==> config.mk <==
export PLATFORM = sky130hd
export DESIGN_NAME = ffa_cell
export DESIGN_NICKNAME = d
export VERILOG_FILES = /design/src/hdl/ffa_pkg.sv /design/src/hdl/ffa_cell.sv
export SDC_FILE = /design/constraint.sdc
export NUM_CORES = 1
export LEC_CHECK = 0
export BUFFER_PORTS_ARGS = -buffer_cell sky130_fd_sc_hd__buf_2
export CORE_MARGIN = 2
export CORE_UTILIZATION = 45
export CTS_BUF_LIST = sky130_fd_sc_hd__clkbuf_16
export CTS_CLUSTER_DIAMETER = 60
export DETAILED_ROUTE_END_ITERATION = 12
export PLACE_DENSITY = 0.82
export SETUP_SLACK_MARGIN = 0.5
export SLEW_MARGIN = 10
export SYNTH_ARGS = -nofsm -noshare
export SYNTH_HDL_FRONTEND = slang
export SYNTH_SLANG_ARGS = --single-unit
export TNS_END_PERCENT = 1
==> constraint.sdc <==
create_clock -name aclk -period 5.3 [get_ports aclk]
set_clock_uncertainty 0.2 [all_clocks]
set_input_delay 0.795 -clock aclk [delete_from_list [all_inputs] [get_ports aclk]]
set_output_delay 0.795 -clock aclk [all_outputs]
set_load 0.03 [all_outputs]
==> src/hdl/ffa_pkg.sv <==
// Shared types, constants and codes of the first-fit free list allocator.
`timescale 1ns / 1ps
package ffa_pkg;

    // Fixed field widths.
    localparam int ADDR_W    = 27;
    localparam int N_W       = 28;
    localparam int IDX_MAX_W = 12;

    localparam int DEF_MAX_BLOCKS = 256;
    localparam int HEADER_BYTES   = 8;

    localparam logic [ADDR_W-1:0] CEILING_RESET = 27'h7F00000;

    // Request kinds carried in tuser.
    localparam logic REQ_ALLOC   = 1'b0;
    localparam logic REQ_RELEASE = 1'b1;

    // Configuration register indexes.
    localparam logic CFG_HEAP_BASE    = 1'b0;
    localparam logic CFG_HEAP_CEILING = 1'b1;

    typedef enum logic [2:0] {
        ST_REUSED,
        ST_NEW,
        ST_OOM,
        ST_FREED,
        ST_NULL,
        ST_BAD,
        ST_FULL
    } status_t;

    typedef enum logic [1:0] {
        CM_NONE,
        CM_REUSE,
        CM_RELEASE,
        CM_NEW
    } commit_op_t;

    // Query broadcast to every cell while a scan runs.
    typedef struct packed {
        logic              kind;
        logic [N_W-1:0]    n;
        logic [ADDR_W-1:0] a;
    } query_t;

    // Best match so far, handed from cell to cell.
    typedef struct packed {
        logic                 found;
        logic [IDX_MAX_W-1:0] pos;
        logic [IDX_MAX_W-1:0] idx;
        logic [ADDR_W-1:0]    addr;
        logic [ADDR_W-1:0]    size;
        logic                 in_use;
    } token_t;

    // State update broadcast to every cell at the end of a request.
    typedef struct packed {
        commit_op_t           op;
        logic [IDX_MAX_W-1:0] idx;
        logic [IDX_MAX_W-1:0] pos;
        logic [ADDR_W-1:0]    addr;
        logic [ADDR_W-1:0]    size;
    } commit_t;

endpackage

==> src/hdl/ffa_cell.sv <==
// One slot cell: holds a block header and its place in the free list.
`timescale 1ns / 1ps
module ffa_cell #(
    parameter int MAX_BLOCKS = 256,
    parameter int IDX        = 0,
    localparam int IW        = $clog2(MAX_BLOCKS),
    localparam int UW        = $clog2(MAX_BLOCKS + 1)
) (
    input  logic            aclk,
    input  ffa_pkg::query_t  query,
    input  ffa_pkg::commit_t commit,
    input  logic [UW-1:0]    slots_used,
    input  ffa_pkg::token_t  tok_in,
    output ffa_pkg::token_t  tok_out
);
    import ffa_pkg::*;

    logic [ADDR_W-1:0] addr_reg;
    logic [ADDR_W-1:0] size_reg;
    logic              in_use_reg;
    logic [IW-1:0]     pos_reg;
    token_t            tok_reg;

    logic live;
    logic fit;
    logic hit;
    logic take;
    logic tgt;
    logic [IDX_MAX_W-1:0] pos_ext;

    assign live    = UW'(IDX) < slots_used;
    assign pos_ext = IDX_MAX_W'(pos_reg);
    assign fit     = live && !in_use_reg && ({1'b0, size_reg} >= query.n);
    assign hit     = live && (addr_reg == query.a);
    assign tgt     = commit.idx == IDX_MAX_W'(IDX);

    // A free block nearer the list head wins an allocate; the lowest slot wins a release.
    always_comb begin
        if (query.kind == REQ_ALLOC) begin
            take = fit && (!tok_in.found || pos_ext < tok_in.pos);
        end else begin
            take = hit && !tok_in.found;
        end
    end

    // Token stage toward the next cell.
    always_ff @(posedge aclk) begin
        if (take) begin
            tok_reg.found  <= 1'b1;
            tok_reg.pos    <= pos_ext;
            tok_reg.idx    <= IDX_MAX_W'(IDX);
            tok_reg.addr   <= addr_reg;
            tok_reg.size   <= size_reg;
            tok_reg.in_use <= in_use_reg;
        end else begin
            tok_reg <= tok_in;
        end
    end

    assign tok_out = tok_reg;

    // Header and list position updates.
    always_ff @(posedge aclk) begin
        unique case (commit.op)
            CM_REUSE: begin
                if (tgt) begin
                    in_use_reg <= 1'b1;
                end else if (live && !in_use_reg && pos_ext > commit.pos) begin
                    pos_reg <= pos_reg - 1'b1;
                end
            end
            CM_RELEASE: begin
                if (tgt) begin
                    in_use_reg <= 1'b0;
                    pos_reg    <= '0;
                end else if (live && !in_use_reg) begin
                    pos_reg <= pos_reg + 1'b1;
                end
            end
            CM_NEW: begin
                if (tgt) begin
                    addr_reg   <= commit.addr;
                    size_reg   <= commit.size;
                    in_use_reg <= 1'b1;
                end
            end
            default: begin
            end
        endcase
    end

endmodule

# --- Yosys cells after proc, flatten, opt, wreduce, memory -nomap -nowiden ---
# Index checks and enable logic that the tools add are counted.
classes:
  addsub: 2
  order_cmp: 4
  n_eq_ne: 9
  n_mux: 10
  n_reduce_logical: 16
op_table:
  columns: ["operator", "count"]
  rows:
  - ["$mux W75", 1]
  - ["$mux W8", 4]
  - ["$ge A27 B28 Y1", 1]
  - ["$eq A27 B27 Y1", 1]
  - ["$pmux W8 S2", 1]
  - ["$gt A8 B12 Y1", 1]
  - ["$logic_not A12 Y1", 1]
  - ["$lt A8 B12 Y1", 1]
  - ["$lt A1 B9 Y1 const A", 1]
  - ["$add A8 B1 Y8 const B", 1]
  - ["$sub A8 B1 Y8 const B", 1]
  - ["$logic_and A1 B1 Y1", 6]
  - ["$ne A2 B2 Y1 const B", 3]
  - ["$eq A2 B2 Y1 const B", 2]
  - ["$reduce_and A4 Y1", 1]
  - ["$reduce_bool A2 Y1", 2]
  - ["$mux W1", 3]
  - ["$ne A3 B3 Y1 const B", 1]
  - ["$reduce_and A3 Y1", 1]
  - ["$eq A2 B1 Y1 const B", 1]
  - ["$logic_not A1 Y1", 2]
  - ["$ne A2 B1 Y1 const B", 1]
  - ["$pmux W1 S2", 1]
  - ["$reduce_and A2 Y1", 1]
  - ["other kinds (2)", 2]
totals:
  ff_bits: 143
  word_cells: 52

# --- Longest topological paths before layout ---
# Gate-level depths: netlist (run 1).
depth:
  ltp_word: 6
  ltp_mapped: 12
  depth_no_buf: 8

# --- Worst setup path before layout (run 1) ---
# Ideal clock, no wire load.
synth_path:
  kind: "input to register"
  from: "input commit[68] (netlist bit)"
  to: "register addr_reg[0] (enable)"
  setup_ps: 418
  t_arrival_ps: 2811
  slack_ps: 1871
  path_stages: 4
  cell_sequence: "nor4_1 > and3_1 > clkbuf_1 > and3_1"
synth_via:
  elab_chain_len: 2
synth_rtl:
  columns: ["element", "line", "source"]
  rows:
  - ["start, declared", "ffa_cell.sv:11", "input ffa_pkg::commit_t commit,"]
  - ["$logic_not A12 Y1", "ffa_cell.sv:35", "assign tgt = commit.idx == IDX_MAX_W'(IDX);"]
  - ["$reduce_and A2 Y1 (no line)", null, null]
  - ["end signal, assigned", "ffa_cell.sv:82", "addr_reg <= commit.addr;"]
  - ["end, declared", "ffa_cell.sv:18", "logic [ADDR_W-1:0] addr_reg;"]
# No other way between the ends.
# A chain may end at the register's enable or synchronous reset.

# --- Worst setup path in the final report (run 1) ---
layout_path:
  from: "input query[27] (netlist bit)"
  to: "register tok_reg, in the netlist tok_out[70]"
layout_via:
  elab_chain_len: 5
layout_rtl:
  columns: ["element", "line", "source"]
  rows:
  - ["start, declared", "ffa_cell.sv:10", "input ffa_pkg::query_t query,"]
  - ["$ge A27 B28 Y1", "ffa_cell.sv:33", "assign fit = live && !in_use_reg && ({1'b0, size_reg} >= query.n);"]
  - ["$logic_and A1 B1 Y1", "ffa_cell.sv:33", null]
  - ["$logic_and A1 B1 Y1", "ffa_cell.sv:40", "take = fit && (!tok_in.found || pos_ext < tok_in.pos);"]
  - ["$mux W1", "ffa_cell.sv:39", "if (query.kind == REQ_ALLOC) begin"]
  - ["$mux W75", "ffa_cell.sv:48", "if (take) begin"]
  - ["end signal, assigned", "ffa_cell.sv:56", "tok_reg <= tok_in;"]
  - ["end, declared", "ffa_cell.sv:22", "token_t tok_reg;"]
# No other way between the ends.

==> metrics.txt, run 1 <==
# TYPE chip_impl_metric gauge
chip_impl_metric{name="drt_wl_total",unit="um"} 21800
chip_impl_info{name="worstSetupStartpointType",value="input pin"} 1
chip_impl_metric{name="floorplan.die_area",unit="sq um"} 16900
chip_impl_info{name="result_of_the_run",value="finished clean"} 1
chip_impl_metric{name="layout_min_cycle_time",unit="ns"} 3.64
chip_impl_metric{name="clock_tree.htree_level_count",unit=""} 4
chip_impl_metric{name="upper_clock_frequency_limit",unit="MHz"} 275
chip_impl_metric{name="layout.filler_cells",unit=""} 1375
chip_impl_metric{name="drt_first_iter_violations",unit=""} 509
chip_impl_metric{name="drtPass1Iterations",unit=""} 7
chip_impl_metric{name="pin_count_of_the_biggest_net_entering_global_routing",unit=""} 85
chip_impl_metric{name="finish.net_count",unit=""} 1265
chip_impl_metric{name="cts_buffers",unit=""} 17
chip_impl_metric{name="maxSlewHeadroom",unit="%"} 43.6
chip_impl_metric{name="route.antenna.remaining_nets",unit=""} 0
chip_impl_metric{name="core",unit="sq um"} 15700
chip_impl_metric{name="detailed_place_hpwl",unit="um"} 15800
chip_impl_metric{name="post_synth_inst_count",unit=""} 715
chip_impl_metric{name="tightestPinTransition",unit="ns"} 0.845
chip_impl_metric{name="yosysSeqAreaShare",unit="%"} 49.0
chip_impl_metric{name="grt_pass1_wl",unit="um"} 31900
chip_impl_metric{name="synthesis.area_per_instance",unit="sq um"} 9.97
chip_impl_info{name="class_of_the_tightest_hold_or_removal_check",value="in2reg"} 1
chip_impl_metric{name="mappedNetlistArea",unit="sq um"} 7130
chip_impl_metric{name="timing.critical_path.required",unit="ns"} 5.36
chip_impl_info{name="setup.worst_path.end_class",value="flip-flop"} 1
chip_impl_metric{name="crit_arrival",unit="ns"} 3.70
chip_impl_metric{name="floorplan.initialDensity",unit="%"} 45.5
chip_impl_metric{name="synth_enable_flop_cells",unit=""} 63
chip_impl_metric{name="via_count",unit=""} 6851
chip_impl_metric{name="vias_in_the_first_global_route",unit=""} 6168
chip_impl_info{name="yosys_most_used_dff",value="sky130_fd_sc_hd__dfxtp_1"} 1
chip_impl_metric{name="ir_drop",unit="mV"} 0.205
chip_impl_info{name="critical_path_class",value="in2reg"} 1
chip_impl_info{name="clock-root-buffer",value="sky130_fd_sc_hd__clkbuf_16"} 1
chip_impl_metric{name="row_count",unit=""} 46
chip_impl_metric{name="flip_flop_count_of_the_largest_register_after_layout",unit=""} 80
chip_impl_metric{name="grt_antenna_before_repair",unit=""} 4
chip_impl_metric{name="cellPowerDensity",unit="nW/um^2"} 287
chip_impl_metric{name="syn-num-nets",unit=""} 985
chip_impl_metric{name="path_max_fanout",unit=""} 41
chip_impl_metric{name="hold_viol",unit=""} 0
chip_impl_metric{name="final_worst_path_period_share",unit="%"} 68.7
chip_impl_metric{name="asyncSetResetFlopFracSynth",unit="%"} 0
chip_impl_metric{name="post_route_cells_drive_above_1_share",unit="%"} 34.5
chip_impl_metric{name="ioPinCount",unit=""} 306
chip_impl_metric{name="route.detailed.vias_per_inst",unit=""} 5.59
chip_impl_metric{name="ctsResizeCount",unit=""} 0
chip_impl_metric{name="routed_wire_length_per_instance",unit="um"} 17.8
chip_impl_metric{name="clock_sink_count",unit=""} 143
chip_impl_metric{name="groute.usage.overall",unit="%"} 24.9
chip_impl_metric{name="dpl_worst_slack",unit="ns"} 1.21
chip_impl_metric{name="p_leak",unit="nW"} 4.41
chip_impl_metric{name="maxSlewViolCount",unit=""} 0
chip_impl_metric{name="postCtsSetupBuffers",unit=""} 0
chip_impl_metric{name="die_width",unit="um"} 130
chip_impl_metric{name="setup-violations-final",unit=""} 0
chip_impl_metric{name="die-height",unit="um"} 130
chip_impl_metric{name="multiInputGateArea",unit="sq um"} 3020
chip_impl_metric{name="place.port_buffers",unit=""} 305
chip_impl_metric{name="regToRegSetupSlack",unit="ns"} 1.77
chip_impl_metric{name="ys_types",unit=""} 55
chip_impl_metric{name="setup-tns-final",unit="ns"} 0
chip_impl_info{name="grt_setup_unrepaired",value="false"} 1
chip_impl_metric{name="max-clock-path-buffers",unit=""} 2
chip_impl_info{name="most-common-layout-cells",value="sky130_fd_sc_hd__buf_2 (305), sky130_fd_sc_hd__inv_1 (107), sky130_fd_sc_hd__dfxtp_1 (80)"} 1
chip_impl_metric{name="drc",unit=""} 0
chip_impl_metric{name="synth.ff_latch_count",unit=""} 143
chip_impl_metric{name="overflow",unit=""} 0
chip_impl_info{name="cts_tree",value="yes"} 1
chip_impl_metric{name="worst_slack",unit="ns"} 1.66
chip_impl_metric{name="max_cap_viol_count",unit=""} 0
chip_impl_metric{name="relative_area_change_from_synthesis_to_final_layout",unit="%"} 30.7
chip_impl_info{name="mostFrequentLayoutCell",value="sky130_fd_sc_hd__buf_2"} 1
chip_impl_metric{name="place_congestion",unit=""} 0.868
chip_impl_metric{name="post_cts_hold_buffer_count",unit=""} 0
chip_impl_metric{name="clk_pin_slew_worst_paths",unit="ns"} 0.06
chip_impl_metric{name="clock_latency",unit="ns"} 0.42
chip_impl_metric{name="ff_latch_area",unit="sq um"} 3490
chip_impl_metric{name="yosysWarnings",unit=""} 0
[cell type report]
class	instances	area share, %
clock buffers	19	5.10
clock inverters	13	0.618
repair buffers	316	17.3
diodes	2	0.0537
well taps	216	2.90
multi-input cells	414	32.4
inverters	103	4.15
flip-flops and latches	143	37.5
[power breakdown]
| group | switching [W] | internal, W | total (W) |
|---|---|---|---|
| clock | 0.000442 | 0.000637 | 0.00108 |
| combinational | 0.000235 | 0.000155 | 0.000389 |
| sequential | 0.0000132 | 0.00120 | 0.00121 |
[critical path, stage by stage]
cell	delay, ns
sky130_fd_sc_hd__buf_2	0.11
sky130_fd_sc_hd__ha_1	0.27
sky130_fd_sc_hd__nand2b_1	0.13
sky130_fd_sc_hd__a2111o_1	0.40
sky130_fd_sc_hd__a311o_1	0.39
sky130_fd_sc_hd__a211oi_4	0.23
sky130_fd_sc_hd__and3_2	0.68
sky130_fd_sc_hd__buf_4	0.49
sky130_fd_sc_hd__o311ai_0	0.19
[metrics by stage]
stage	hold slack [ns]	total power (W)	std cells	cell area, sq um	util (%)
floorplan	0.290	0.00145	715	7130	-
global placement	0.396	0.00161	1192	8780	56.1
detailed placement	0.400	0.00162	1192	8780	56.1
CTS	0.338	0.00269	1224	9310	59.5
global route	0.340	0.00277	1225	9310	59.5
finish	0.345	0.00268	1226	9320	59.5
[worst paths after layout]
| kind | from | to | depth (start not counted) |
|---|---|---|---|
| min | commit[2] | size_reg[2]$_DFFE_PP_ | 1 |
| min reg2reg | size_reg[13]$_DFFE_PP_ | tok_out[14]$_DFF_P_ | 2 |
| max reg2reg | size_reg[0]$_DFFE_PP_ | tok_out[70]$_DFF_P_ | 9 |
| max | query[27] | tok_out[70]$_DFF_P_ | 9 |
[Yosys cell counts (all sizes together), types with 2 or more instances]
| master | n | area share, % |
|---|---|---|
| o311ai | 62 | 7.6 |
| xor2 | 10 | 1.2 |
| edfxtp | 63 | 27 |
| and2 | 2 | 0.18 |
| nor3 | 5 | 0.35 |
| o21ai | 12 | 0.84 |
| nand2b | 4 | 0.35 |
| o22ai | 3 | 0.26 |
| o21a | 21 | 2.2 |
| nand2 | 11 | 0.58 |
| nand3 | 67 | 4.7 |
| nor2b | 2 | 0.18 |
| o31ai | 2 | 0.21 |
| inv | 103 | 5.4 |
| nor2 | 11 | 0.58 |
| xnor2 | 21 | 2.6 |
| and3 | 4 | 0.35 |
| a21oi | 19 | 1.3 |
| clkbuf | 37 | 1.9 |
| a221oi | 2 | 0.25 |
| nand4 | 74 | 6.5 |
| dfxtp | 80 | 22 |
| ha | 44 | 7.7 |
| or3 | 2 | 0.18 |
| a21o | 2 | 0.21 |
| buf | 18 | 1.3 |
| nor4 | 10 | 0.88 |
[logic make-up (layout without fill, tap and decap cells)]
kind of cell / after synthesis / in the layout / share of synthesized area [%]
and+or+nand+nor: 198 / 198 / 15.5
buffers and inverters: 158 / 451 / 8.67
DFF: 143 / 143 / 49.0
AOI/OAI and AO/OA: 140 / 140 / 15.1
adders and majority gates: 44 / 44 / 7.72
xor gates and xnor gates: 31 / 31 / 3.81
muxes: 1 / 1 / 0.140
other: 0 / 2 / 0
[layer usage]
metal  vias up  global-route usage (%)  part of all wire, %
li1       3232                       -                    -
met3        57                    4.88                  7.4
met4         4                    10.4                  2.9
met5         -                       0                 0.12
met1      3190                    31.1                   40
met2       368                    42.4                   49
Power figures use the tool's default switching activity.
==> inputs of run 2 (changes only) <==
Settings changed: CORE_UTILIZATION 45 to 44, PLACE_DENSITY 0.82 to 0.84.
Clock period 5.3 ns to 2.95 ns, I/O delays scaled along.
==> metrics.txt, run 2 (same netlist as run 1, synthesis figures left out) <==
# TYPE chip_impl_metric gauge
chip_impl_info{name="result_of_the_run",value="finished clean"} 1
chip_impl_info{name="clock-root-buffer",value="sky130_fd_sc_hd__clkbuf_16"} 1
chip_impl_metric{name="groute.usage.overall",unit="%"} 26.3
chip_impl_info{name="worstSetupStartpointType",value="flip-flop"} 1
chip_impl_metric{name="post_route_cells_drive_above_1_share",unit="%"} 34.8
chip_impl_metric{name="postCtsSetupBuffers",unit=""} 0
chip_impl_metric{name="row_count",unit=""} 46
chip_impl_metric{name="route.detailed.vias_per_inst",unit=""} 5.53
chip_impl_metric{name="final_core_utilization",unit="%"} 64.1
chip_impl_info{name="most-common-layout-cells",value="sky130_fd_sc_hd__buf_2 (305), sky130_fd_sc_hd__inv_1 (104), sky130_fd_sc_hd__dfxtp_1 (80)"} 1
chip_impl_metric{name="grt_use_met1",unit="%"} 31.1
chip_impl_metric{name="relative_area_change_from_synthesis_to_final_layout",unit="%"} 42.9
chip_impl_metric{name="clock_latency",unit="ns"} 0.43
chip_impl_metric{name="via_count",unit=""} 7183
chip_impl_info{name="grt_most_used_layer",value="met2"} 1
chip_impl_metric{name="path_max_fanout",unit=""} 18
chip_impl_metric{name="worst_slack",unit="ns"} 0.118
chip_impl_metric{name="hold_viol",unit=""} 0
chip_impl_metric{name="maxSlewViolCount",unit=""} 0
chip_impl_metric{name="pin_count_of_the_biggest_net_entering_global_routing",unit=""} 81
chip_impl_metric{name="grt_pass1_wl",unit="um"} 36000
chip_impl_metric{name="clk_pin_slew_worst_paths",unit="ns"} 0.06
chip_impl_metric{name="final_worst_path_period_share",unit="%"} 96.0
chip_impl_metric{name="die_width",unit="um"} 131
chip_impl_info{name="setup.worst_path.end_class",value="flip-flop"} 1
chip_impl_metric{name="drtPass1Iterations",unit=""} 8
chip_impl_metric{name="core",unit="sq um"} 15900
chip_impl_metric{name="layout.filler_cells",unit=""} 1252
chip_impl_metric{name="place_congestion",unit=""} 0.859
chip_impl_metric{name="timing.critical_path.required",unit="ns"} 3.06
chip_impl_metric{name="finish.net_count",unit=""} 1338
chip_impl_metric{name="upper_clock_frequency_limit",unit="MHz"} 353
chip_impl_metric{name="layout_min_cycle_time",unit="ns"} 2.83
chip_impl_metric{name="routed_wire_length_per_instance",unit="um"} 17.8
chip_impl_metric{name="route.antenna.remaining_nets",unit=""} 0
chip_impl_info{name="critical_path_class",value="reg2reg"} 1
chip_impl_metric{name="grt_antenna_before_repair",unit=""} 5
chip_impl_info{name="mostFrequentLayoutCell",value="sky130_fd_sc_hd__buf_2"} 1
chip_impl_metric{name="floorplan.initialDensity",unit="%"} 44.9
chip_impl_metric{name="ff_latch_area",unit="sq um"} 3490
chip_impl_metric{name="maxSlewHeadroom",unit="%"} 50.1
chip_impl_metric{name="floorplan.die_area",unit="sq um"} 17200
chip_impl_metric{name="ir_drop",unit="mV"} 0.388
chip_impl_metric{name="grt_util_met3",unit="%"} 7.14
chip_impl_metric{name="multiInputGateArea",unit="sq um"} 3060
chip_impl_metric{name="clock_sink_count",unit=""} 143
chip_impl_metric{name="overflow",unit=""} 0
chip_impl_metric{name="max-clock-path-buffers",unit=""} 2
chip_impl_metric{name="drt_first_iter_violations",unit=""} 594
chip_impl_metric{name="cts_buffers",unit=""} 17
chip_impl_metric{name="setup-violations-final",unit=""} 0
chip_impl_metric{name="vias_in_the_first_global_route",unit=""} 7140
chip_impl_metric{name="flip_flop_count_of_the_largest_register_after_layout",unit=""} 80
chip_impl_metric{name="crit_arrival",unit="ns"} 2.94
chip_impl_metric{name="ioPinCount",unit=""} 306
chip_impl_metric{name="global_route.usage.met2",unit="%"} 45.1
chip_impl_metric{name="cellPowerDensity",unit="nW/um^2"} 492
chip_impl_metric{name="place.port_buffers",unit=""} 305
chip_impl_metric{name="drt_wl_total",unit="um"} 23200
chip_impl_metric{name="drc",unit=""} 0
chip_impl_metric{name="p_leak",unit="nW"} 4.79
chip_impl_metric{name="clock_tree.htree_level_count",unit=""} 4
chip_impl_metric{name="detailed_place_hpwl",unit="um"} 16300
chip_impl_info{name="cts_tree",value="yes"} 1
chip_impl_info{name="grt_setup_unrepaired",value="true"} 1
chip_impl_metric{name="dpl_worst_slack",unit="ns"} -0.164
chip_impl_metric{name="max_cap_viol_count",unit=""} 0
chip_impl_metric{name="die-height",unit="um"} 131
chip_impl_info{name="class_of_the_tightest_hold_or_removal_check",value="in2reg"} 1
chip_impl_metric{name="tightestPinTransition",unit="ns"} 0.749
run 2: changes by cell type in the layout (fill, tap and decap cells not counted), sizes merged:
cell,change
dlygate4sd3,+55
buf,+17
clkinvlp,+1
inv,-2
bufinv,+2
diode,+1
clkinv,+1
clkbuf,-1
run 2: power by group:
group	leakage, nW	switching, W	total, W	internal, W
Sequential	1.24	0.0000255	0.00218	0.00215
Combinational	3.26	0.000447	0.000794	0.000347
Clock	0.291	0.000820	0.00204	0.00122
Total	4.79	0.00129	0.00501	0.00372
run 2: worst paths after layout:
| kind | endpoint | slack [ns] | cells after the start | start |
|---|---|---|---|---|
| min reg2reg | tok_out[0]$_DFF_P_ | 0.37 | 2 | in_use_reg$_DFFE_PP_ |
| max reg2reg | tok_out[10]$_DFF_P_ | 0.12 | 9 | size_reg[21]$_DFFE_PP_ |
| max | tok_out[10]$_DFF_P_ | 0.12 | 9 | size_reg[21]$_DFFE_PP_ |
| min | tok_out[62]$_SDFF_PP0_ | 0.02 | 2 | tok_in[62] |
run 2: timing repair:
item / in CTS / in global routing
endpoints found under the hold margin: 55 / 0
setup endpoints to repair: 80 / 80
pin swaps: 1 / 2
cloned: 0 / 1
hold buffers: 55 / 0
gates resized for setup: 9 / 6
run 2: cell type report:
class | count | area share, %
sequential | 143 | 34.3
multi-input combinational | 414 | 30.1
timing repair buffer | 389 | 23.6
clock buffer | 17 | 4.18
inverter | 103 | 3.80
tap | 216 | 2.65
clock inverter | 15 | 1.31
antenna | 3 | 0.0737
run 2: per-stage QoR:
stage | total power [W] | cell area [sq um] | hold slack, ns | instances | setup TNS [ns]
2_1_floorplan | 0.00262 | 7180 | 0.290 | 715 | 0
3_3_place_gp | 0.00291 | 9030 | 0.365 | 1209 | -0.00593
3_5_place_dp | 0.00294 | 9030 | 0.367 | 1209 | -3.36
4_1_cts | 0.00503 | 10200 | 0.000571 | 1296 | 0
5_1_grt | 0.00521 | 10200 | 0.00740 | 1300 | 0
6_report | 0.00501 | 10200 | 0.0171 | 1300 | 0
run 2: critical path, cell delays in order, from the launching register on:
cell and delay (ns):
sky130_fd_sc_hd__edfxtp_1 0.41, sky130_fd_sc_hd__ha_1 0.32, sky130_fd_sc_hd__nand4_1 0.17, sky130_fd_sc_hd__or2_2 0.36
sky130_fd_sc_hd__o32ai_2 0.29, sky130_fd_sc_hd__buf_4 0.18, sky130_fd_sc_hd__a211oi_4 0.04, sky130_fd_sc_hd__and3_4 0.22
sky130_fd_sc_hd__clkbuf_16 0.19, sky130_fd_sc_hd__o311ai_0 0.31
run 2: routing by layer:
| layer | part of all wire [%] | up-vias |
|---|---|---|
| li1 | - | 3379 |
| met1 | 38 | 3337 |
| met2 | 50 | 399 |
| met3 | 8.5 | 66 |
| met4 | 3.4 | 2 |
| met5 | 0.056 | - |
