==> config.mk <==
export PLATFORM = sky130hd
export DESIGN_NAME = ffa_ctrl
export DESIGN_NICKNAME = d
export VERILOG_FILES = /design/src/hdl/ffa_pkg.sv /design/src/hdl/ffa_ctrl.sv
export SDC_FILE = /design/constraint.sdc
export NUM_CORES = 1
export LEC_CHECK = 0
export BUFFER_PORTS_ARGS = -buffer_cell sky130_fd_sc_hd__buf_2
export CORE_UTILIZATION = 30
export CTS_CLUSTER_DIAMETER = 30
export CTS_CLUSTER_SIZE = 14
export DETAILED_ROUTE_END_ITERATION = 12
export GPL_TIMING_DRIVEN = 0
export HOLD_SLACK_MARGIN = 0.08
export MAX_ROUTING_LAYER = met4
export PLACE_DENSITY = 0.51
export SYNTH_ARGS = -nofsm -noshare
export SYNTH_HDL_FRONTEND = slang
export SYNTH_SLANG_ARGS = --single-unit
==> constraint.sdc <==
create_clock -name aclk -period 8.8 [get_ports aclk]
set_input_delay 0.88 -clock aclk [delete_from_list [all_inputs] [get_ports aclk]]
set_output_delay 0.88 -clock aclk [all_outputs]
set_load 0.005 [all_outputs]
==> src/hdl/ffa_pkg.sv <==
// Shared types, constants and codes of the first-fit free list allocator.
`timescale 1ns / 1ps
package ffa_pkg;

    // Fixed field widths.
    localparam int ADDR_W    = 27;
    localparam int N_W       = 28;
    localparam int IDX_MAX_W = 12;

    localparam int DEF_MAX_BLOCKS = 256;
    localparam int HEADER_BYTES   = 8;

    localparam logic [ADDR_W-1:0] CEILING_RESET = 27'h7F00000;

    // Request kinds carried in tuser.
    localparam logic REQ_ALLOC   = 1'b0;
    localparam logic REQ_RELEASE = 1'b1;

    // Configuration register indexes.
    localparam logic CFG_HEAP_BASE    = 1'b0;
    localparam logic CFG_HEAP_CEILING = 1'b1;

    typedef enum logic [2:0] {
        ST_REUSED,
        ST_NEW,
        ST_OOM,
        ST_FREED,
        ST_NULL,
        ST_BAD,
        ST_FULL
    } status_t;

    typedef enum logic [1:0] {
        CM_NONE,
        CM_REUSE,
        CM_RELEASE,
        CM_NEW
    } commit_op_t;

    // Query broadcast to every cell while a scan runs.
    typedef struct packed {
        logic              kind;
        logic [N_W-1:0]    n;
        logic [ADDR_W-1:0] a;
    } query_t;

    // Best match so far, handed from cell to cell.
    typedef struct packed {
        logic                 found;
        logic [IDX_MAX_W-1:0] pos;
        logic [IDX_MAX_W-1:0] idx;
        logic [ADDR_W-1:0]    addr;
        logic [ADDR_W-1:0]    size;
        logic                 in_use;
    } token_t;

    // State update broadcast to every cell at the end of a request.
    typedef struct packed {
        commit_op_t           op;
        logic [IDX_MAX_W-1:0] idx;
        logic [IDX_MAX_W-1:0] pos;
        logic [ADDR_W-1:0]    addr;
        logic [ADDR_W-1:0]    size;
    } commit_t;

endpackage

==> src/hdl/ffa_ctrl.sv <==
// Request sequencer: handshakes, configuration, heap top and slot count.
`timescale 1ns / 1ps
module ffa_ctrl #(
    parameter int MAX_BLOCKS = 256,
    localparam int IW        = $clog2(MAX_BLOCKS),
    localparam int UW        = $clog2(MAX_BLOCKS + 1)
) (
    input  logic                     aclk,
    input  logic                     aresetn,
    input  logic                     s_tvalid,
    output logic                     s_tready,
    input  logic [55:0]              s_tdata,
    input  logic                     s_tuser,
    output logic                     m_tvalid,
    input  logic                     m_tready,
    output logic [87:0]              m_tdata,
    output logic [2:0]               m_tuser,
    input  logic                     cfg_wr_en,
    input  logic                     cfg_index,
    input  logic [ffa_pkg::ADDR_W-1:0] cfg_wdata,
    input  ffa_pkg::token_t          tok_last,
    output ffa_pkg::query_t          query,
    output ffa_pkg::commit_t         commit,
    output logic [UW-1:0]            slots_used
);
    import ffa_pkg::*;

    typedef enum logic [1:0] {
        S_IDLE,
        S_SCAN,
        S_FINISH
    } state_t;

    state_t            state_reg;
    logic [IW-1:0]     cnt_reg;
    query_t            query_reg;
    logic [ADDR_W-1:0] base_reg;
    logic [ADDR_W-1:0] ceil_reg;
    logic              started_reg;
    logic [ADDR_W-1:0] top_reg;
    logic [UW-1:0]     used_reg;
    logic              m_tvalid_reg;
    logic [87:0]       m_tdata_reg;
    status_t           m_status_reg;

    logic [ADDR_W-1:0] req_bytes;
    logic [N_W-1:0]    rounded;
    logic [N_W-1:0]    n_next;
    logic              out_free;

    logic [ADDR_W-1:0] eff_top;
    logic [N_W:0]      sum;
    logic              oom;
    logic [ADDR_W-1:0] res_addr;
    logic [ADDR_W-1:0] res_size;
    status_t           res_status;
    logic              started_next;
    logic [ADDR_W-1:0] top_next;
    logic [UW-1:0]     used_next;
    logic [ADDR_W-1:0] bytes_used;
    commit_t           commit_c;

    assign s_tready   = state_reg == S_IDLE;
    assign out_free   = !m_tvalid_reg || m_tready;
    assign query      = query_reg;
    assign slots_used = used_reg;
    assign commit     = commit_c;
    assign m_tvalid   = m_tvalid_reg;
    assign m_tdata    = m_tdata_reg;
    assign m_tuser    = m_status_reg;

    // Round the request up to a multiple of four, never below four.
    assign req_bytes = s_tdata[26:0];
    assign rounded   = ({1'b0, req_bytes} + N_W'(3)) & ~N_W'(3);
    assign n_next    = (rounded == '0) ? N_W'(4) : rounded;

    // Decision once the token has left the last cell.
    assign eff_top = started_reg ? top_reg : base_reg;
    assign sum     = {2'b00, eff_top} + {1'b0, query_reg.n} + (N_W + 1)'(HEADER_BYTES);
    assign oom     = sum > {2'b00, ceil_reg};

    always_comb begin
        res_addr        = '0;
        res_size        = '0;
        res_status      = ST_NULL;
        started_next    = started_reg;
        top_next        = top_reg;
        used_next       = used_reg;
        commit_c.op     = CM_NONE;
        commit_c.idx    = tok_last.idx;
        commit_c.pos    = tok_last.pos;
        commit_c.addr   = ADDR_W'(eff_top + ADDR_W'(HEADER_BYTES));
        commit_c.size   = query_reg.n[ADDR_W-1:0];
        if (query_reg.kind == REQ_ALLOC) begin
            started_next = 1'b1;
            top_next     = eff_top;
            if (tok_last.found) begin
                res_addr    = tok_last.addr;
                res_size    = tok_last.size;
                res_status  = ST_REUSED;
                commit_c.op = CM_REUSE;
            end else if (oom) begin
                res_status = ST_OOM;
            end else if (used_reg >= UW'(MAX_BLOCKS)) begin
                res_status = ST_FULL;
            end else begin
                res_addr     = commit_c.addr;
                res_size     = commit_c.size;
                res_status   = ST_NEW;
                top_next     = sum[ADDR_W-1:0];
                used_next    = used_reg + 1'b1;
                commit_c.op  = CM_NEW;
                commit_c.idx = IDX_MAX_W'(used_reg);
            end
        end else if (query_reg.a == '0) begin
            res_status = ST_NULL;
        end else if (tok_last.found && tok_last.in_use) begin
            res_status  = ST_FREED;
            commit_c.op = CM_RELEASE;
        end else begin
            res_status = ST_BAD;
        end
        if (!(state_reg == S_FINISH && out_free)) begin
            commit_c.op = CM_NONE;
        end
    end

    assign bytes_used = started_next ? ADDR_W'(top_next - base_reg) : '0;

    // Configuration writes.
    always_ff @(posedge aclk) begin
        if (!aresetn) begin
            base_reg <= '0;
            ceil_reg <= CEILING_RESET;
        end else if (cfg_wr_en) begin
            unique case (cfg_index)
                CFG_HEAP_BASE:    base_reg <= cfg_wdata & ~ADDR_W'(3);
                CFG_HEAP_CEILING: ceil_reg <= cfg_wdata;
                default: begin
                end
            endcase
        end
    end

    // Sequencer, heap state and output register.
    always_ff @(posedge aclk) begin
        if (!aresetn) begin
            state_reg    <= S_IDLE;
            cnt_reg      <= '0;
            started_reg  <= 1'b0;
            top_reg      <= '0;
            used_reg     <= '0;
            m_tvalid_reg <= 1'b0;
        end else begin
            if (state_reg == S_FINISH && out_free) begin
                m_tvalid_reg <= 1'b1;
            end else if (m_tvalid_reg && m_tready) begin
                m_tvalid_reg <= 1'b0;
            end
            unique case (state_reg)
                S_IDLE: begin
                    if (s_tvalid) begin
                        query_reg.kind <= s_tuser;
                        query_reg.n    <= n_next;
                        query_reg.a    <= s_tdata[53:27];
                        cnt_reg        <= '0;
                        state_reg      <= S_SCAN;
                    end
                end
                S_SCAN: begin
                    cnt_reg <= cnt_reg + 1'b1;
                    if (cnt_reg == IW'(MAX_BLOCKS - 1)) begin
                        state_reg <= S_FINISH;
                    end
                end
                S_FINISH: begin
                    if (out_free) begin
                        started_reg  <= started_next;
                        top_reg      <= top_next;
                        used_reg     <= used_next;
                        m_tdata_reg  <= {7'd0, bytes_used, res_size, res_addr};
                        m_status_reg <= res_status;
                        state_reg    <= S_IDLE;
                    end
                end
                default: state_reg <= S_IDLE;
            endcase
        end
    end

    a_used_bound: assert property (@(posedge aclk) disable iff (!aresetn)
        used_reg <= UW'(MAX_BLOCKS))
        else $error("slot count beyond table size");

    a_finish_done: assert property (@(posedge aclk) disable iff (!aresetn)
        (state_reg == S_FINISH && out_free) |=> (state_reg == S_IDLE && m_tvalid_reg))
        else $error("result not issued after scan");

    a_commit_when: assert property (@(posedge aclk) disable iff (!aresetn)
        (commit_c.op != CM_NONE) |-> (state_reg == S_FINISH))
        else $error("cell update outside finish");

    a_result_src: assert property (@(posedge aclk) disable iff (!aresetn)
        $rose(m_tvalid_reg) |-> $past(state_reg == S_FINISH))
        else $error("result raised without a finished scan");

endmodule

**Yosys cells after proc, flatten, opt, wreduce, memory -nomap -nowiden**

Index checks and enable logic that the tools add are counted.

- Shift-type cells: 0
- Bitwise operators: 5
- Order comparisons: 2
- Add/subtract/negate cells: 7
- Reduce and logical (&&, ||, !) cells: 18
- Muxes and demuxes: 35
- Equal/unequal tests: 6
- Div/mod/pow operators: 0
- Multiply operators: 0

Operators by type and width:

| cell | count |
|---|---|
| 27-bit 2-to-1 mux | 11 |
| 27-bit by 28-bit adder with 29-bit output | 1 |
| 29-bit by 4-bit adder with 29-bit output (second input constant) | 1 |
| 29-bit by 27-bit greater-than comparator with 1-bit output | 1 |
| 27-bit by 2-bit adder with 28-bit output (second input constant) | 1 |
| 28-bit zero test | 1 |
| 14-bit 2-to-1 mux | 2 |
| 27-bit by 4-bit adder with 27-bit output (second input constant) | 1 |
| 27-bit zero test | 1 |
| 27-bit subtractor | 1 |
| 12-bit 2-to-1 mux | 2 |
| 3-bit 2-to-1 mux | 6 |
| 2-bit 2-to-1 mux | 8 |
| 8-bit one-hot mux with 2 select lines | 1 |
| 9-bit by 1-bit adder with 9-bit output (second input constant) | 1 |
| 9-bit >= comparator (second input constant) | 1 |
| 3-bit AND reduction | 3 |
| 8-bit by 1-bit adder with 8-bit output (second input constant) | 1 |
| 8-bit == test (second input constant) | 1 |
| 8-bit 2-to-1 mux | 1 |
| 2-bit AND reduction | 4 |
| 2-bit inequality test (second input constant) | 3 |
| 2-bit one-hot mux with 3 select lines | 1 |
| 6-bit AND reduction | 1 |
| other kinds (9) | 18 |

- Memories kept: 0
- Logic and storage cells: 88
- Latch bits: 0
- Memory bits (read-only): 0
- Input port bits: 170
- Bits in registers: 240
- Bits in writable memories: 0
- Output and inout port bits: 238

**Longest topological paths before layout**

Gate-level depths: netlist (run 1).

- Word-level depth: 8
- Gate-level depth with buffers: 42
- Gate-level depth less buffers: 37

**Worst setup path before layout (run 1)**

OpenSTA, ideal clock, no wires.

- Path type: flip-flop to flip-flop
- Start point: register started_reg
- End point: register m_tdata_reg[80] (netlist: m_tdata[80]), data pin
- Required time: 8.533 ns
- Period minus slack after synthesis: 8.088 ns
- Setup slack: 0.712 ns
- Cell stages (with the launch flop): 41
- Library setup time: 0.267 ns
- Arrival: 7.821 ns
- Buffers on the path: 7
- Cell sequence: dfxtp_1 > buf_2 > buf_4 > clkbuf_1 > clkbuf_1 > clkbuf_1 > a21oi_1 > ha_1 > inv_1 > ha_1 > inv_1 > fa_1 > nor2b_1 > o31a_1 > o311ai_2 > a211o_1 > and2_1 > o211ai_1 > (+5 left out) > nand3_1 > o2111ai_1 > and4_4 > nor4b_4 > buf_6 > buf_6 > mux2i_1 > o21ai_0 > fa_1 > a211oi_1 > o21a_1 > or3_1 > a31oi_1 > o21ai_0 > o21ai_0 > xor2_1 > nand3_1 > o21ai_0

- Longest elaborated chain between the ends: 8
- Elaborated cells between the ends (all ways): 10
- Those cells by class: add/sub (3); order compare (1); mux (6)

Ends and longest elaborated chain:

| what | RTL line | source |
|---|---|---|
| from (decl) | ffa_ctrl.sv:39 | `logic started_reg;` |
| from (signal assigned) | ffa_ctrl.sv:178 | `started_reg <= started_next;` |
| 27-bit 2-to-1 mux (*) | ffa_ctrl.sv:78 | `assign eff_top = started_reg ? top_reg : base_reg;` |
| 27-bit by 28-bit adder with 29-bit output | ffa_ctrl.sv:79 | `assign sum = {2'b00, eff_top} + {1'b0, query_reg.n} + (N_W + 1)'(HEADER_BYTES);` |
| 29-bit by 4-bit adder with 29-bit output | ffa_ctrl.sv:79 |  |
| 29-bit by 27-bit greater-than comparator with 1-bit output / 27-bit 2-to-1 mux (equally long branches) | ffa_ctrl.sv:80, ffa_ctrl.sv:104 |  |
| 27-bit 2-to-1 mux | ffa_ctrl.sv:102 | `end else if (oom) begin` |
| 27-bit 2-to-1 mux (*) | ffa_ctrl.sv:97 | `if (tok_last.found) begin` |
| 27-bit 2-to-1 mux (*) | ffa_ctrl.sv:94 | `if (query_reg.kind == REQ_ALLOC) begin` |
| net top_next[3] | ffa_ctrl.sv:58 | `logic [ADDR_W-1:0] top_next;` |
| 27-bit subtractor (*) | ffa_ctrl.sv:128 | `assign bytes_used = started_next ? ADDR_W'(top_next - base_reg) : '0;` |
| to (signal assigned) | ffa_ctrl.sv:181 | `m_tdata_reg <= {7'd0, bytes_used, res_size, res_addr};` |
| to (decl) | ffa_ctrl.sv:43 | `logic [87:0] m_tdata_reg;` |

The timed path passes the listed nets; every way through them passes the cells marked *.
A chain may end at the register's enable or synchronous reset.

**Final worst setup path (run 1)**

Ends and elaborated chain as after synthesis.

==> results of run 1 <==
report_power, final:
group,switching [W],total [W],internal [W]
clock network,0.000781,0.00258,0.00180
registers,0.0000187,0.00123,0.00121
logic,0.000347,0.000616,0.000269
total,0.00115,0.00443,0.00328
layer usage:
layer | GRT usage [%] | up-vias
li1 | - | 6587
met1 | 26.6 | 6439
met2 | 34.9 | 436
met3 | 4.73 | 77
met4 | 6.27 | 0
met5 | - | -
worst max-delay path, delay by kind of cell (launching register included):
| family | cells | cell delay [ns] |
|---|---|---|
| compound gates | 13 | 2.49 |
| xor+xnor | 2 | 0.23 |
| fa+ha+maj | 5 | 1.30 |
| buf+inv | 6 | 0.93 |
| flops | 1 | 0.37 |
| mux | 2 | 0.68 |
| simple gates | 9 | 2.05 |
cell usage in the layout (no fill, tap or decap), types with 11 or more instances in the layout:
master,instances
buf_2,389
nand2_1,266
edfxtp_1,138
a21oi_1,107
ha_1,103
dfxtp_1,99
inv_1,89
nor2_1,83
clkbuf_16,74
buf_4,72
clkbuf_1,70
xnor2_1,55
o21ai_0,53
a22o_1,49
nand3_1,32
xor2_1,30
o22ai_1,26
a21o_1,24
and2_1,22
o21a_1,21
o21ai_1,21
mux2i_1,18
nand4_1,16
nand2b_1,15
nor3_1,15
o211ai_1,15
and3_1,14
nor2b_1,13
nor4_1,12
conb_1,11
worst paths after layout:
check	start	endpoint	slack (ns)	cells past startpoint
max	started_reg	m_tdata[80]	0.40	37
min	base_reg[23]	base_reg[23]	0.45	2
max reg2reg	started_reg	m_tdata[80]	0.40	37
min reg2reg	base_reg[23]	base_reg[23]	0.45	2
per-stage QoR:
stage	instances	instance area, um2
2_1_floorplan	1580	14500
3_3_place_gp	2577	17200
3_5_place_dp	2579	17200
4_1_cts	2723	19900
5_1_grt	2733	20100
6_report	2735	20100
timing repair:
item | in CTS | in global routing
pin swaps | 15 | 14
endpoints found under the setup margin | 38 | 15
gates cloned | 0 | 0
setup buffers | 14 | 9
gates resized for setup | 37 | 38
cells by family (layout without fill, tap and decap cells):
family                   after synthesis  in the layout  share of synthesized area, %
multiplexers                          32             32                          2.26
AO/OA/AOI/OAI                        380            380                          17.1
adder cells (fa/ha/maj)              107            107                          9.37
AND/OR/NAND/NOR                      525            525                          16.8
other                                  1             15                        0.0259
XOR/XNOR                              86             86                          5.21
buffers and inverters                201            737                          6.69
flip-flops                           238            238                          42.5
cell type report:
type	count	area share, %
antenna	4	0.0498
buffer	110	3.37
clock buffer	102	10.0
clock inverter	28	2.05
inverter	90	1.68
multi-input combinational	1141	37.8
sequential	238	30.6
tap	615	3.83
timing repair buffer	407	10.6
==> impl_metrics.py, run 1 <==
metrics = {
    "run_status": {
        "outcome": "finished clean",
    },
    "synth": {
        "postSynthCellCount": 1570,
        "syn_area_um2": 14500,
        "yosysTopAreaCell": "edfxtp_1",
        "synth_cell_types": 75,
        "yosysMostFrequentCell": "nand2_1",
        "ys_warn_count": 0,
        "synthTopCellsByArea": "edfxtp_1 (29%), dfxtp_1 (14%), ha_1 (9.1%), nand2_1 (6.9%), a21oi_1 (3.9%)",
        "yosys-top-cells-count": "nand2_1 (266), edfxtp_1 (138), a21oi_1 (112), ha_1 (105), dfxtp_1 (100)",
        "synth_edf_count": 138,
        "async_flop_share_pct": 0,
        "ys_ff_latch": 238,
        "avgSynthCellArea_um2": 9.21,
        "synth_ff_type": "edfxtp_1",
        "synth_top_cell_area_share_pct": 28.7,
        "ys_seq_area_share_pct": 42.5,
    },
    "floorplan": {
        "dieArea_um2": 49100,
        "fp-row-count": 80,
        "fp.dieW_um": 222,
        "start_util_pct": 30.3,
        "io-pin-count": 408,
        "core_region_area_um2": 47600,
        "die_h_um": 222,
    },
    "sta": {
        "finalSetupTns_ns": 0,
        "fmax_mhz": 119,
        "finalHoldWorstSlack_ns": 0.451,
        "skew_ns": 0.0165,
        "finalHoldViolCount": 0,
        "worstMarginPinSlew_ns": 0.923,
        "timing.final.ws_setup_ns": 0.404,
        "fin_crit_sh_pct": 95.4,
        "setup_viol": 0,
        "slew_violations": 0,
        "period_minus_slack_ns": 8.40,
        "max_slew_margin_pct": 38.5,
    },
    "finish": {
        "fin_nets": 2337,
        "largest_reg_flops": 81,
        "syn2layout_area_growth_pct": 39.1,
        "drive_gt1_share_pct": 29.8,
        "ff_latch_area_um2": 6150,
        "final_util_pct": 42.2,
        "multiInputGateArea_um2": 7600,
        "fillers": 4803,
    },
    "drt": {
        "viasPerCell": 4.95,
        "first_iter_violations": 795,
        "wirelength_um": 52300,
        "drc_errors": 0,
        "wl_met2_um": 25200,
        "wl_per_cell_um": 19.1,
        "met3WireLength_um": 3110,
        "detail-route-antenna-nets": 0,
        "drt-met1-wl_um": 22900,
        "top_layer": "met4",
        "num_vias": 13500,
        "detail_route.first_pass.iterations": 7,
    },
    "global_routing": {
        "grt_max_degree": 45,
        "grt_pass1_wl_um": 77600,
        "grt_pass1_vias": 13100,
        "antenna_found_initial": 2,
        "track_usage_pct": 21.5,
        "grt_overflow": 0,
    },
    "setup_path": {
        "required_ns": 9.09,
        "path_common_cell": "ha_1",
        "critPathKind": "reg -> reg",
        "worstPathArrival_ns": 8.69,
        "critPathMaxFanout": 10,
        "start_kind": "flop",
        "critPathSlowestCell": "mux2_2",
        "worstSetupEndpointType": "flop",
        "max_stage_delay_ns": 0.44,
    },
    "pwr": {
        "power.density_nw_per_um2": 220,
        "power.total_w": 0.00443,
        "p_leak_nw": 8.71,
        "vdd_drop_max_uv": 149,
    },
    "clocking": {
        "cts_inserted_buffers": 72,
        "postCtsHoldBufs": 0,
        "insertion_delay_ns": 0.60,
        "root_buffer": "clkbuf_16",
        "clock_sinks": 238,
        "clk_pin_slew_ns": 0.04,
        "cts_max_level": 3,
        "cts_tree": "built",
        "clock_path_buffers": 3,
    },
    "place": {
        "port_buffers": 382,
        "dp_slack_ns": -2.32,
        "place_congestion": 0.915,
        "dpl.hpwl_um": 41200,
    },
    "flow_run": {
        "cap_violations": 0,
    },
    "min_path": {
        "hp-class": "reg -> reg",
    },
}
Power figures use the tool's default switching activity.
==> run 2: changes to the inputs <==
Settings changed: CORE_MARGIN set to 5.
==> run 2 against run 1 <==
Against the previous run:
- fmax is 0.59% lower
- flip-flop and latch count unchanged
- final area decreased by 1.8%
- combinational power about the same
- clock-buffer cell count fell by 28
- largest power group unchanged
- clock skew up 0.029 ns
- non-clock buffer count shrank 3
- power is 7.0% lower
- wire length increased by 4.1%
- highest routed layer unchanged
- sequential share of layout area up 0.57 points
- critical endpoint is now m_tdata[76]
==> impl_metrics.py, run 2 (same netlist as run 1, synthesis figures left out) <==
metrics = {
    "drt": {
        "wl_per_cell_um": 20.0,
        "wl_met2_um": 25700,
        "met3WireLength_um": 3520,
        "drc_errors": 0,
        "top_layer": "met4",
        "num_vias": 13600,
        "wirelength_um": 54400,
        "first_iter_violations": 735,
        "viasPerCell": 4.99,
        "detail_route.first_pass.iterations": 5,
        "detail-route-antenna-nets": 0,
        "drt-met1-wl_um": 23900,
    },
    "finish": {
        "final_util_pct": 41.3,
        "fillers": 4752,
        "syn2layout_area_growth_pct": 36.6,
        "largest_reg_flops": 81,
        "mostFrequentLayoutCell": "buf_2",
        "fin_nets": 2322,
        "drive_gt1_share_pct": 29.4,
        "final_cell_mix": "buf_2 (389), nand2_1 (266), edfxtp_1 (138)",
        "fin_cells": 2716,
    },
    "floorplan": {
        "die_h_um": 230,
        "fp-row-count": 80,
        "dieArea_um2": 52700,
        "io-pin-count": 408,
        "core_region_area_um2": 47700,
        "fp.dieW_um": 230,
        "start_util_pct": 30.3,
    },
    "global_routing": {
        "antenna_found_initial": 3,
        "grt_pass1_wl_um": 80000,
        "grt_pass1_vias": 13400,
        "grt_overflow": 0,
        "track_usage_pct": 20.0,
        "grt_max_degree": 53,
    },
    "clocking": {
        "root_buffer": "clkbuf_16",
        "clk_pin_slew_ns": 0.05,
        "cts_tree": "built",
        "cts_inserted_buffers": 60,
        "cts_max_level": 2,
        "clock_path_buffers": 3,
        "clock_sinks": 238,
        "insertion_delay_ns": 0.62,
    },
    "setup_path": {
        "critPathKind": "reg -> reg",
        "worstPathArrival_ns": 8.80,
        "critPathSlowestCell": "or3_4",
        "required_ns": 9.16,
        "start_kind": "flop",
        "path_common_cell": "ha_1",
        "worstSetupEndpointType": "flop",
        "max_stage_delay_ns": 0.43,
        "rr_startpoint": "started_reg",
        "critPathMaxFanout": 19,
        "critical_path.startpoint": "started_reg",
    },
    "pwr": {
        "swShare_pct": 26.3,
        "pwr-share-seq_pct": 29.9,
        "power.density_nw_per_um2": 209,
        "comb_power_share_pct": 14.9,
        "p_switching_w": 0.00108,
        "power.internal_w": 0.00303,
        "power.total_w": 0.00412,
        "p_leak_nw": 8.55,
        "vdd_drop_max_uv": 165,
        "clock_power_share_pct": 55.2,
    },
    "sta": {
        "skew_ns": 0.0454,
        "finalHoldViolCount": 0,
        "setup_viol": 0,
        "worstMarginPinSlew_ns": 1.02,
        "slew_violations": 0,
        "fmax_mhz": 118,
        "finalHoldWorstSlack_ns": 0.437,
        "period_minus_slack_ns": 8.45,
        "max_slew_margin_pct": 32.3,
        "timing.final.ws_setup_ns": 0.353,
        "fin_crit_sh_pct": 96.0,
    },
    "place": {
        "post-place-cells": 2579,
        "place_congestion": 0.905,
        "dpl.hpwl_um": 43300,
        "port_buffers": 382,
        "dp_slack_ns": -2.31,
    },
    "min_path": {
        "hp-class": "in -> reg",
        "min_from": "s_tdata[31]",
    },
    "run_status": {
        "outcome": "finished clean",
    },
    "flow_run": {
        "cap_violations": 0,
    },
}
run 2: cell count changes in the layout (fill, tap and decap cells not counted), moves of 3 or more:
cell,change
mux2i_2,-3
clkbuf_8,-7
clkinv_2,+10
clkinv_4,+3
buf_4,-4
clkbuf_16,-12
mux2i_1,+4
inv_16,-3
clkbuf_1,-11
o21ai_0,+4
clkinvlp_4,+3
buf_6,+3
o21ai_1,-4
run 2: per-layer routing:
metal / GRT usage, % / vias to the layer above
li1: - / 6533
met1: 25.7 / 6440
met2: 32.3 / 494
met3: 4.21 / 89
met4: 5.22 / 0
met5: - / -
run 2: layout make-up:
class / instances / area, um2 / share of cell area (%)
diodes: 4 / 10.0 / 0.0507
plain buffers: 110 / 671 / 3.40
clock buffers: 74 / 1610 / 8.14
clock inverters: 40 / 503 / 2.55
inverters: 90 / 338 / 1.71
multi-input cells: 1141 / 7580 / 38.4
flip-flops and latches: 238 / 6150 / 31.1
well taps: 615 / 769 / 3.90
repair buffers: 404 / 2110 / 10.7
run 2: what timing repair did:
item / in CTS / in global routing
pin swaps: 10 / 11
endpoints found under the setup margin: 38 / 17
buffers inserted: 9 / 11
gates resized for setup: 34 / 33
hold buffers: 0 / 0
run 2: worst max-delay path: cells and delay by family, from the launching register on:
family | cells | cell delay (ns)
AOI/OAI and AO/OA | 13 | 2.24
xor gates and xnor gates | 2 | 0.32
adders and majority gates | 5 | 1.48
buffers and inverters | 9 | 1.34
DFF | 1 | 0.38
muxes | 1 | 0.27
and+or+nand+nor | 9 | 2.11
run 2: worst paths after layout:
kind / slack (ns) / cells past startpoint / to
setup reg to reg: 0.35 / 39 / m_tdata[76]
hold / removal: 0.44 / 1 / query[4]
setup / recovery: 0.35 / 39 / m_tdata[76]
hold reg to reg: 0.45 / 2 / base_reg[15]
run 2: metrics by stage:
| stage | setup TNS (ns) | instance area, um2 |
|---|---|---|
| after global routing | -0.00516 | 19700 |
| after floorplan | 0 | 14500 |
| after CTS | 0 | 19500 |
| after global placement | -42.63 | 17200 |
| final | 0 | 19700 |
| after detailed placement | -42.94 | 17200 |
run 2: power by group through the flow:
stage / sequential (W) / clock, W / combinational [W]
4_1_cts: 0.00123 / 0.00231 / 0.000591
6_report: 0.00123 / 0.00227 / 0.000614
3_5_place_dp: 0.00125 / 0 / 0.000569
5_1_grt: 0.00123 / 0.00238 / 0.000682
3_3_place_gp: 0.00125 / 0 / 0.000563
2_1_floorplan: 0.00124 / 0 / 0.000378
==> run 3: changes to the inputs <==
Settings changed: RECOVER_POWER set to 50.
==> run 3 against run 2 <==
Against the previous run:
- the run now ends with max-capacitance violations, max-slew violations left
- power about the same
- fmax grew 0.60%
- core utilization shrank 0.37 points
- combinational power hardly changed
- sequential share of layout area up 0.28 points
- clock-buffer cell count is the same
- final cell count is the same
==> impl_metrics.py, run 3 (same netlist as run 1, synthesis figures left out) <==
metrics = {
    "run_status": {
        "outcome": "finished with violations",
        "violations": "max-capacitance violations, max-slew violations",
    },
    "finish": {
        "largest_reg_flops": 81,
        "final_util_pct": 41.0,
        "fin_nets": 2322,
        "ff_latch_area_um2": 6150,
        "mostFrequentLayoutCell": "nand2_1",
        "fillers": 4813,
        "final_cell_mix": "nand2_1 (266), buf_2 (255), clkbuf_1 (192)",
        "drive_gt1_share_pct": 23.0,
        "syn2layout_area_growth_pct": 35.4,
        "multiInputGateArea_um2": 7580,
    },
    "floorplan": {
        "die_h_um": 230,
        "fp-row-count": 80,
        "start_util_pct": 30.3,
        "fp.dieW_um": 230,
        "core_region_area_um2": 47700,
        "io-pin-count": 408,
        "dieArea_um2": 52700,
    },
    "setup_path": {
        "max_stage_delay_ns": 0.43,
        "critPathSlowestCell": "or3_4",
        "worstSetupEndpointType": "flop",
        "start_kind": "flop",
        "critPathMaxFanout": 19,
        "path_common_cell": "ha_1",
        "required_ns": 9.16,
        "critPathKind": "reg -> reg",
        "worstPathArrival_ns": 8.75,
    },
    "global_routing": {
        "track_usage_pct": 20.0,
        "grt_pass1_vias": 13400,
        "grt_pass1_wl_um": 80000,
        "grt_overflow": 0,
        "grt_max_degree": 53,
        "antenna_found_initial": 3,
    },
    "place": {
        "place_congestion": 0.905,
        "dpl.hpwl_um": 43300,
        "port_buffers": 382,
    },
    "drt": {
        "first_iter_violations": 743,
        "detail_route.first_pass.iterations": 5,
        "wl_per_cell_um": 20.0,
        "wirelength_um": 54400,
        "drc_errors": 0,
        "num_vias": 13600,
        "detail-route-antenna-nets": 0,
        "viasPerCell": 4.99,
    },
    "sta": {
        "setup_viol": 0,
        "fin_crit_sh_pct": 95.4,
        "finalHoldWorstSlack_ns": 0.437,
        "finalHoldViolCount": 0,
        "period_minus_slack_ns": 8.40,
        "worstMarginPinSlew_ns": 2.23,
        "fmax_mhz": 119,
        "slew_violations": 26,
        "skew_ns": 0.0485,
        "max_slew_margin_pct": -49.1,
    },
    "clocking": {
        "cts_inserted_buffers": 60,
        "root_buffer": "clkbuf_16",
        "clock_sinks": 238,
        "postCtsHoldBufs": 0,
        "clock_path_buffers": 3,
        "clk_pin_slew_ns": 0.05,
        "cts_tree": "built",
        "insertion_delay_ns": 0.62,
        "cts_max_level": 2,
    },
    "pwr": {
        "power.density_nw_per_um2": 210,
        "p_leak_nw": 8.16,
        "vdd_drop_max_uv": 165,
    },
    "min_path": {
        "hp-class": "in -> reg",
    },
    "flow_run": {
        "cap_violations": 1,
    },
}
run 3: stage by stage:
step,worst slack (ns),total power (W),setup TNS (ns),cell area (um2),std cells
after floorplan,0.712,0.00162,0,14500,1580
after global placement,-2.26,0.00181,-42.63,17200,2577
after detailed placement,-2.31,0.00182,-42.94,17200,2579
after CTS,0.00946,0.00413,0,19500,2702
after global routing,-0.00516,0.00429,-0.00516,19600,2714
final,0.403,0.00412,0,19600,2716
run 3: critical path: cells and delay by family (launching register included):
| kind | cells | cell delay [ns] |
|---|---|---|
| AO/OA/AOI/OAI | 12 | 2.36 |
| AND/OR/NAND/NOR | 9 | 2.03 |
| adder cells (fa/ha/maj) | 5 | 1.28 |
| buffers and inverters | 7 | 1.15 |
| multiplexers | 2 | 0.64 |
| flip-flops | 1 | 0.37 |
| XOR/XNOR | 2 | 0.27 |
run 3: power by group:
part,internal [W],switching [W],total (W),leakage (nW)
Sequential,0.00121,0.0000189,0.00123,2.08
Combinational,0.000265,0.000348,0.000612,5.06
Clock,0.00156,0.000718,0.00227,1.02
run 3: worst paths after layout:
path / from / endpoint / slack [ns] / cells after the start
worst max-delay path: started_reg / m_tdata[76] / 0.40 / 37
worst min-delay path: s_tdata[31] / query[4] / 0.44 / 1
worst max register to register: started_reg / m_tdata[76] / 0.40 / 37
worst min register to register: base_reg[16] / base_reg[16] / 0.45 / 2
run 3: per-layer routing:
metal  routed length (um)  vias to the layer above  GRT usage [%]
met1                23900                     6460           25.7
met5                    0                        -              -
met3                 3480                       88           4.21
li1                     -                     6527              -
met4                 1330                        0           5.22
met2                25700                      489           32.3
run 3: area by class of cell:
cell class,count,share of cell area [%]
multi-input combinational,1141,38.7
sequential,238,31.4
timing repair buffer,404,9.93
clock buffer,74,8.21
tap,615,3.93
buffer,110,3.43
clock inverter,40,2.57
inverter,90,1.73
antenna,4,0.0512
run 3: what timing repair did:
action                     in CTS  in global routing
setup buffers                   9                 11
pin swaps                      10                 11
setup endpoints to repair      38                 17
gates resized for setup        34                 33
cloned                          0                  0
